## config.mk

```make
export PLATFORM = sky130hd
export DESIGN_NAME = dpcm_recon
export DESIGN_NICKNAME = d
export VERILOG_FILES = /design/src/hdl/dpcm_pkg.sv /design/src/hdl/dpcm_recon.sv
export SDC_FILE = /design/constraint.sdc
export NUM_CORES = 1
export LEC_CHECK = 0
export BUFFER_PORTS_ARGS = -buffer_cell sky130_fd_sc_hd__buf_2
export CAP_MARGIN = 0
export CORE_ASPECT_RATIO = 1.75
export CORE_MARGIN = 2
export CORE_UTILIZATION = 25
export DETAILED_ROUTE_END_ITERATION = 6
export PLACE_DENSITY = 0.41
export SETUP_SLACK_MARGIN = 0.2
export SLEW_MARGIN = 20
export SYNTH_ARGS = -nofsm -noshare
export SYNTH_HDL_FRONTEND = slang
export SYNTH_SLANG_ARGS = --single-unit
```

## constraint.sdc

```tcl
create_clock -name vclk -period 12.1
set_input_delay 0 -clock vclk [all_inputs]
set_output_delay 0 -clock vclk [all_outputs]
set_load 0.02 [all_outputs]
```

## src/hdl/dpcm_pkg.sv

```systemverilog
package dpcm_pkg;

  localparam int MAX_WIDTH_DEF = 4096;
  localparam int COEF_FRAC_DEF = 14;

  localparam int PIX_W      = 8;
  localparam int ERR_W      = 9;
  localparam int RAW_W      = 10;
  localparam int COEF_W     = 16;
  localparam int DIM_W      = 13;
  localparam int ROW_W      = 13;
  localparam int CFG_IDX_W  = 3;
  localparam int CFG_DATA_W = 16;
  // 9x16 signed product, four of them summed, plus rounding headroom
  localparam int PROD_W     = PIX_W + 1 + COEF_W;
  localparam int ACC_W      = PROD_W + 3;

  localparam logic signed [COEF_W-1:0] COEF_UL_RST = 16'sd0;
  localparam logic signed [COEF_W-1:0] COEF_U_RST  = 16'sd0;
  localparam logic signed [COEF_W-1:0] COEF_UR_RST = 16'sd0;
  localparam logic signed [COEF_W-1:0] COEF_L_RST  = 16'sd16384;
  localparam logic [DIM_W-1:0]         WIDTH_RST   = 13'd4096;
  localparam logic [DIM_W-1:0]         HEIGHT_RST  = 13'd4096;

  typedef enum logic [CFG_IDX_W-1:0] {
    CFG_COEF_UL = 3'd0,
    CFG_COEF_U  = 3'd1,
    CFG_COEF_UR = 3'd2,
    CFG_COEF_L  = 3'd3,
    CFG_WIDTH   = 3'd4,
    CFG_HEIGHT  = 3'd5
  } dpcm_cfg_idx_t;

  typedef struct packed {
    logic signed [COEF_W-1:0] ul;
    logic signed [COEF_W-1:0] u;
    logic signed [COEF_W-1:0] ur;
    logic signed [COEF_W-1:0] l;
  } dpcm_coef_t;

  typedef struct packed {
    logic [PIX_W-1:0] ul;
    logic [PIX_W-1:0] u;
    logic [PIX_W-1:0] ur;
    logic [PIX_W-1:0] l;
  } dpcm_nbr_t;

  // position flags of the pixel held in the reconstruction stage
  typedef struct packed {
    logic col_nz;
    logic row_nz;
    logic ur_in;
    logic frame_end;
  } dpcm_pos_t;

endpackage

```

## src/hdl/dpcm_recon.sv

```systemverilog
module dpcm_recon #(
  parameter int COEF_FRAC_BITS = dpcm_pkg::COEF_FRAC_DEF
) (
  input  dpcm_pkg::dpcm_nbr_t               nbr,
  input  dpcm_pkg::dpcm_coef_t              coef,
  input  logic signed [dpcm_pkg::ERR_W-1:0] error_value,
  output logic [dpcm_pkg::PIX_W-1:0]        pixel,
  output logic signed [dpcm_pkg::RAW_W-1:0] raw_sum
);
  import dpcm_pkg::*;

  localparam logic signed [ACC_W-1:0] HALF = ACC_W'(1) <<< (COEF_FRAC_BITS - 1);

  logic signed [PIX_W:0]    n_ul, n_u, n_ur, n_l;
  logic signed [PROD_W-1:0] p_ul, p_u, p_ur, p_l;
  logic signed [ACC_W-1:0]  acc;
  logic signed [ACC_W-1:0]  rounded;
  logic [PIX_W-1:0]         pred;

  assign n_ul = {1'b0, nbr.ul};
  assign n_u  = {1'b0, nbr.u};
  assign n_ur = {1'b0, nbr.ur};
  assign n_l  = {1'b0, nbr.l};

  assign p_ul = n_ul * coef.ul;
  assign p_u  = n_u  * coef.u;
  assign p_ur = n_ur * coef.ur;
  assign p_l  = n_l  * coef.l;

  assign acc = ACC_W'(p_ul) + ACC_W'(p_u) + ACC_W'(p_ur) + ACC_W'(p_l);
  assign rounded = (acc + HALF) >>> COEF_FRAC_BITS;

  // a negative sum always saturates to 0
  always_comb begin
    if (acc[ACC_W-1]) begin
      pred = '0;
    end else if (|rounded[ACC_W-1:PIX_W]) begin
      pred = '1;
    end else begin
      pred = rounded[PIX_W-1:0];
    end
  end

  assign raw_sum = RAW_W'(error_value) + $signed({2'b00, pred});

  always_comb begin
    if (raw_sum[RAW_W-1]) begin
      pixel = '0;
    end else if (raw_sum[PIX_W]) begin
      pixel = '1;
    end else begin
      pixel = raw_sum[PIX_W-1:0];
    end
  end

endmodule

```

Yosys cells after proc, flatten, opt, wreduce, memory -nomap -nowiden:

Cells that the tools add are included.

* flip-flop bits (word level): 0
* input bits: 105
* output and inout bits: 18
* logic and storage cells: 14

* $add $sub $neg: 5
* $mul: 4
* muxes and demuxes: 4
* reduce and logical (&&, ||, !) cells: 1

Operator list (count)
* multiplier 9 x 16 -> 25 bit: 4
* two-way mux 8 bit: 4
* adder 27 x 25 -> 28 bit: 1
* adder 28 x 15 -> 28 bit, second input constant: 1
* adder 26 x 25 -> 27 bit: 1
* adder 25 x 25 -> 26 bit: 1
* adder 9 x 9 -> 10 bit: 1
* OR reduction 6 bit: 1

Logic depth before layout (Yosys ltp):

* depth after elaboration: 11
* gate-level depth with buffers: 45

Worst setup path before layout:

OpenSTA, ideal clock, no wires.

* path kind: input -> output
* start point: input port nbr[24] (netlist bit)
* end point: output port pixel[2] (netlist bit)
* data arrival time: 9652 ps
* slack: 2448 ps
* cell stages on the path: 37
* cell sequence: clkbuf_1 -> nand2_1 -> fa_1 -> fa_1 -> inv_1 -> fa_1 -> inv_1 -> fa_1 -> fa_1 -> inv_1 -> fa_1 -> fa_1 -> fa_1 -> ha_1 -> a21oi_2 -> a31oi_1 -> o22ai_2 -> nand2_1 -> xor2_1 -> ha_1 -> and4_1 -> o22ai_1 -> nor4_4 -> a21o_1 -> a211o_1 -> a211oi_4 -> a21oi_1 -> ha_1 -> a21o_1 -> a21oi_1 -> o21bai_1 -> a21oi_1 -> o21bai_1 -> a21oi_1 -> nor2b_1 -> nor3b_1 -> o21ba_2

* elaborated cells between the ends (all ways): 11
* classes of those cells: add/sub (5); mul (1); mux (4); reduce/logical (1)

RTL lines
* start: declaration: RTL line dpcm_recon.sv:4 `input dpcm_pkg::dpcm_nbr_t nbr,`
* multiplier 9 x 16 -> 25 bit *: RTL line dpcm_recon.sv:25 `assign p_ul = n_ul * coef.ul;`
* adder 25 x 25 -> 26 bit *: RTL line dpcm_recon.sv:30 `assign acc = ACC_W'(p_ul) + ACC_W'(p_u) + ACC_W'(p_ur) + ACC_W'(p_l);`
* adder 26 x 25 -> 27 bit *: RTL line dpcm_recon.sv:30
* adder 27 x 25 -> 28 bit *: RTL line dpcm_recon.sv:30
* adder 28 x 15 -> 28 bit: RTL line dpcm_recon.sv:31 `assign rounded = (acc + HALF) >>> COEF_FRAC_BITS;`
* OR reduction 6 bit: RTL line dpcm_recon.sv:37 `end else if (|rounded[ACC_W-1:PIX_W]) begin`
* two-way mux 8 bit: RTL line dpcm_recon.sv:37
* two-way mux 8 bit *: RTL line dpcm_recon.sv:35 `if (acc[ACC_W-1]) begin`
* adder 9 x 9 -> 10 bit *: RTL line dpcm_recon.sv:44 `assign raw_sum = RAW_W'(error_value) + $signed({2'b00, pred});`
* named net raw_sum (one bit): RTL line dpcm_recon.sv:8 `output logic signed [dpcm_pkg::RAW_W-1:0] raw_sum`
* two-way mux 8 bit *: RTL line dpcm_recon.sv:47 `if (raw_sum[RAW_W-1]) begin`
* end: declaration: RTL line dpcm_recon.sv:7 `output logic [dpcm_pkg::PIX_W-1:0] pixel,`

Mark *: on every way through the listed nets, which the timed path passes. The rest lies on a longest branch.

Worst setup path in the final report:

* start point: input port nbr[8] (netlist bit)
* end point: output port pixel[3] (netlist bit)

* longest elaborated chain between the ends: 10

Ends and longest elaborated chain
* multiplier 9 x 16 -> 25 bit *: RTL line dpcm_recon.sv:27 `assign p_ur = n_ur * coef.ur;`
* adder 26 x 25 -> 27 bit *: RTL line dpcm_recon.sv:30
* adder 27 x 25 -> 28 bit *: RTL line dpcm_recon.sv:30
* adder 28 x 15 -> 28 bit: RTL line dpcm_recon.sv:31
* OR reduction 6 bit: RTL line dpcm_recon.sv:37
* two-way mux 8 bit: RTL line dpcm_recon.sv:37
* two-way mux 8 bit *: RTL line dpcm_recon.sv:35
* adder 9 x 9 -> 10 bit *: RTL line dpcm_recon.sv:44
* two-way mux 8 bit: RTL line dpcm_recon.sv:49 `end else if (raw_sum[PIX_W]) begin`
* two-way mux 8 bit *: RTL line dpcm_recon.sv:47

Every way passes the cells marked *; elsewhere a longest branch is shown, timed or not.

==> metrics.txt <==
status=finished clean; Worst Slack Setup Final=1.42 ns; global-route wire length before repair=89900 microns; Core ar.=0.0795 sq mm; # Max-Cap Violations=0; Post-CTS Hold Fix Bufs=0; IO Port Bufs=123; setup_tns=0 ns; commonest non-fill, non-tap cell in the layout=inv_1; postcts setup bufs=0; Yosys warning total=0; Post-Syn Area=0.0200 sq mm; Pre-antenna DRT Iters=4; crit-path most repeated cell=fa_1; Rows=137; met3 usage=1.09%; initial antenna violation count=7; Final HPWL DP=52000 microns; vias per cell=4.22; overall routed net length=53900 microns; Area growth syn-to-layout=8.80%; startpoint types=input pin; register area share after synthesis=0%; Setup CP Type=in2out; CP max-delay cell=nor3b_1; Hold Path Class=in2out; Initial Utilization=25.1%; most frequent cells in the layout=inv_1 (596), fa_1 (558), and2_1 (345), nand2_1 (185), ha_1 (163); pre-CTS setup slack=1.26 ns; f_max=93.6 MHz; Hold Crit Depth=3; RSZ-0062 raised after global routing=false; min Tclk post-route=10.68 ns; met2 global-route usage=28.1%; Slew @ Worst Pin=0.932 ns; largest net degree at the start of global routing=17; syn_area_per_cell=9.56 sq um; final clock period utilization by the worst path=88.3%; Final Max Tran Viols=0; Slew headroom=37.4%; Synth Net Count=2918; hold path startpoint=error_value[0]; FF+latch area=0 sq um; largest fanout on the critical path=16; Ports=123; Clock buffer cells=0; die area=0.0823 sq mm; Worst Path Arrival=10.68 ns; # setup viols final=0; share of cells above drive strength 1=6.94%; Worst path max stage delay=0.60 ns; endpoint class of the critical path=output pin; met1 usage in global routing=16.0%; Hold Path Sink=raw_sum[0]; wire per inst=16.8 microns; Hold Vio Cnt, Final=0; Total GRT Usage=13.9%; drt drc=0; Gate Count Post-Synth=2092; FILL cells=8589; Starting DRT DRC Count=327; die width=218 microns; via count=13.6k; CTS resizes=0; WP data required=12.10 ns; distinct cell type count after synthesis=60; nets=3003; seq_cells=0; hold_ws=0.399 ns; GRT Max-Usage Layer=met2; vias in the first global route=16.4k; final RePlAce weighted congestion=0.799; Detail Route Antenna Nets=0; chip height=378 microns; remaining global-route overflow=0
[stage by stage]
step	area [sq um]	std cells	util, %
after floorplan	20000	2092	-
after global placement	21800	3217	27.3
after detailed placement	21800	3217	27.3
after CTS	21800	3217	27.3
after global routing	21800	3217	27.3
final	21800	3218	27.4
[logic make-up (layout without fill, tap and decap cells)]
logic type / count (synthesis) / in the layout / share of synthesized area, %
other: 0 / 1 / 0
AO/OA/AOI/OAI: 109 / 109 / 4.10
buffers and inverters: 636 / 719 / 12.0
AND/OR/NAND/NOR: 592 / 592 / 16.3
XOR/XNOR: 34 / 34 / 1.49
adder cells (fa/ha/maj): 721 / 721 / 66.1
[worst max-delay path, delay by kind of cell]
family,cells,cell delay (ns)
and+or+nand+nor,9,2.23
xor gates and xnor gates,1,0.23
buffers and inverters,6,0.55
AOI/OAI and AO/OA,13,2.74
adders and majority gates,11,4.91
[metal layers]
| metal | vias to the layer above | share of wire (%) | routed length (microns) |
|---|---|---|---|
| li1 | 6200 | - | - |
| met1 | 7087 | 38 | 20700 |
| met2 | 206 | 57 | 30700 |
| met3 | 69 | 2.8 | 1530 |
| met4 | 12 | 1.6 | 843 |
| met5 | - | 0.14 | 77 |
[cell usage after synthesis, types with 3 or more instances]
library cell | number | area share, %
a211o_1 | 3 | 0.13
a211oi_1 | 7 | 0.26
a21o_1 | 9 | 0.34
a21oi_1 | 34 | 0.85
a21oi_2 | 3 | 0.13
a31oi_1 | 3 | 0.094
and2_1 | 345 | 11
buf_1 | 3 | 0.056
buf_2 | 3 | 0.075
clkbuf_1 | 33 | 0.62
fa_1 | 558 | 56
ha_1 | 163 | 10
inv_1 | 596 | 11
nand2_1 | 185 | 3.5
nand3_1 | 10 | 0.25
nand4_1 | 8 | 0.25
nor2_1 | 7 | 0.13
nor3_1 | 6 | 0.15
nor3b_1 | 5 | 0.19
o211ai_1 | 4 | 0.15
o21a_1 | 3 | 0.11
o21ai_0 | 10 | 0.25
o21ba_2 | 6 | 0.30
o21bai_1 | 6 | 0.23
o22ai_1 | 3 | 0.094
or2_2 | 4 | 0.13
xnor2_1 | 25 | 1.1
xor2_1 | 9 | 0.39
[cell type report]
type	count	area, sq um	area share, %
well taps	1042	1300	5.99
multi-input cells	1456	17600	80.9
diodes	1	2.50	0.0115
repair buffers	123	616	2.83
inverters	596	2240	10.3
[worst max-delay path by stage]
stage / startpoint / endpoint / cells after the start
2_1_floorplan: nbr[24] / pixel[2] / 37
5_1_grt: nbr[24] / pixel[3] / 39
3_5_place_dp: nbr[9] / pixel[6] / 40
4_1_cts: nbr[9] / pixel[6] / 40
6_report: nbr[8] / pixel[3] / 40
3_3_place_gp: nbr[8] / pixel[6] / 40
Power is left out: the tool's default activity adds up to more than one toggle a clock period on the data nets, which glitch-free logic cannot reach.
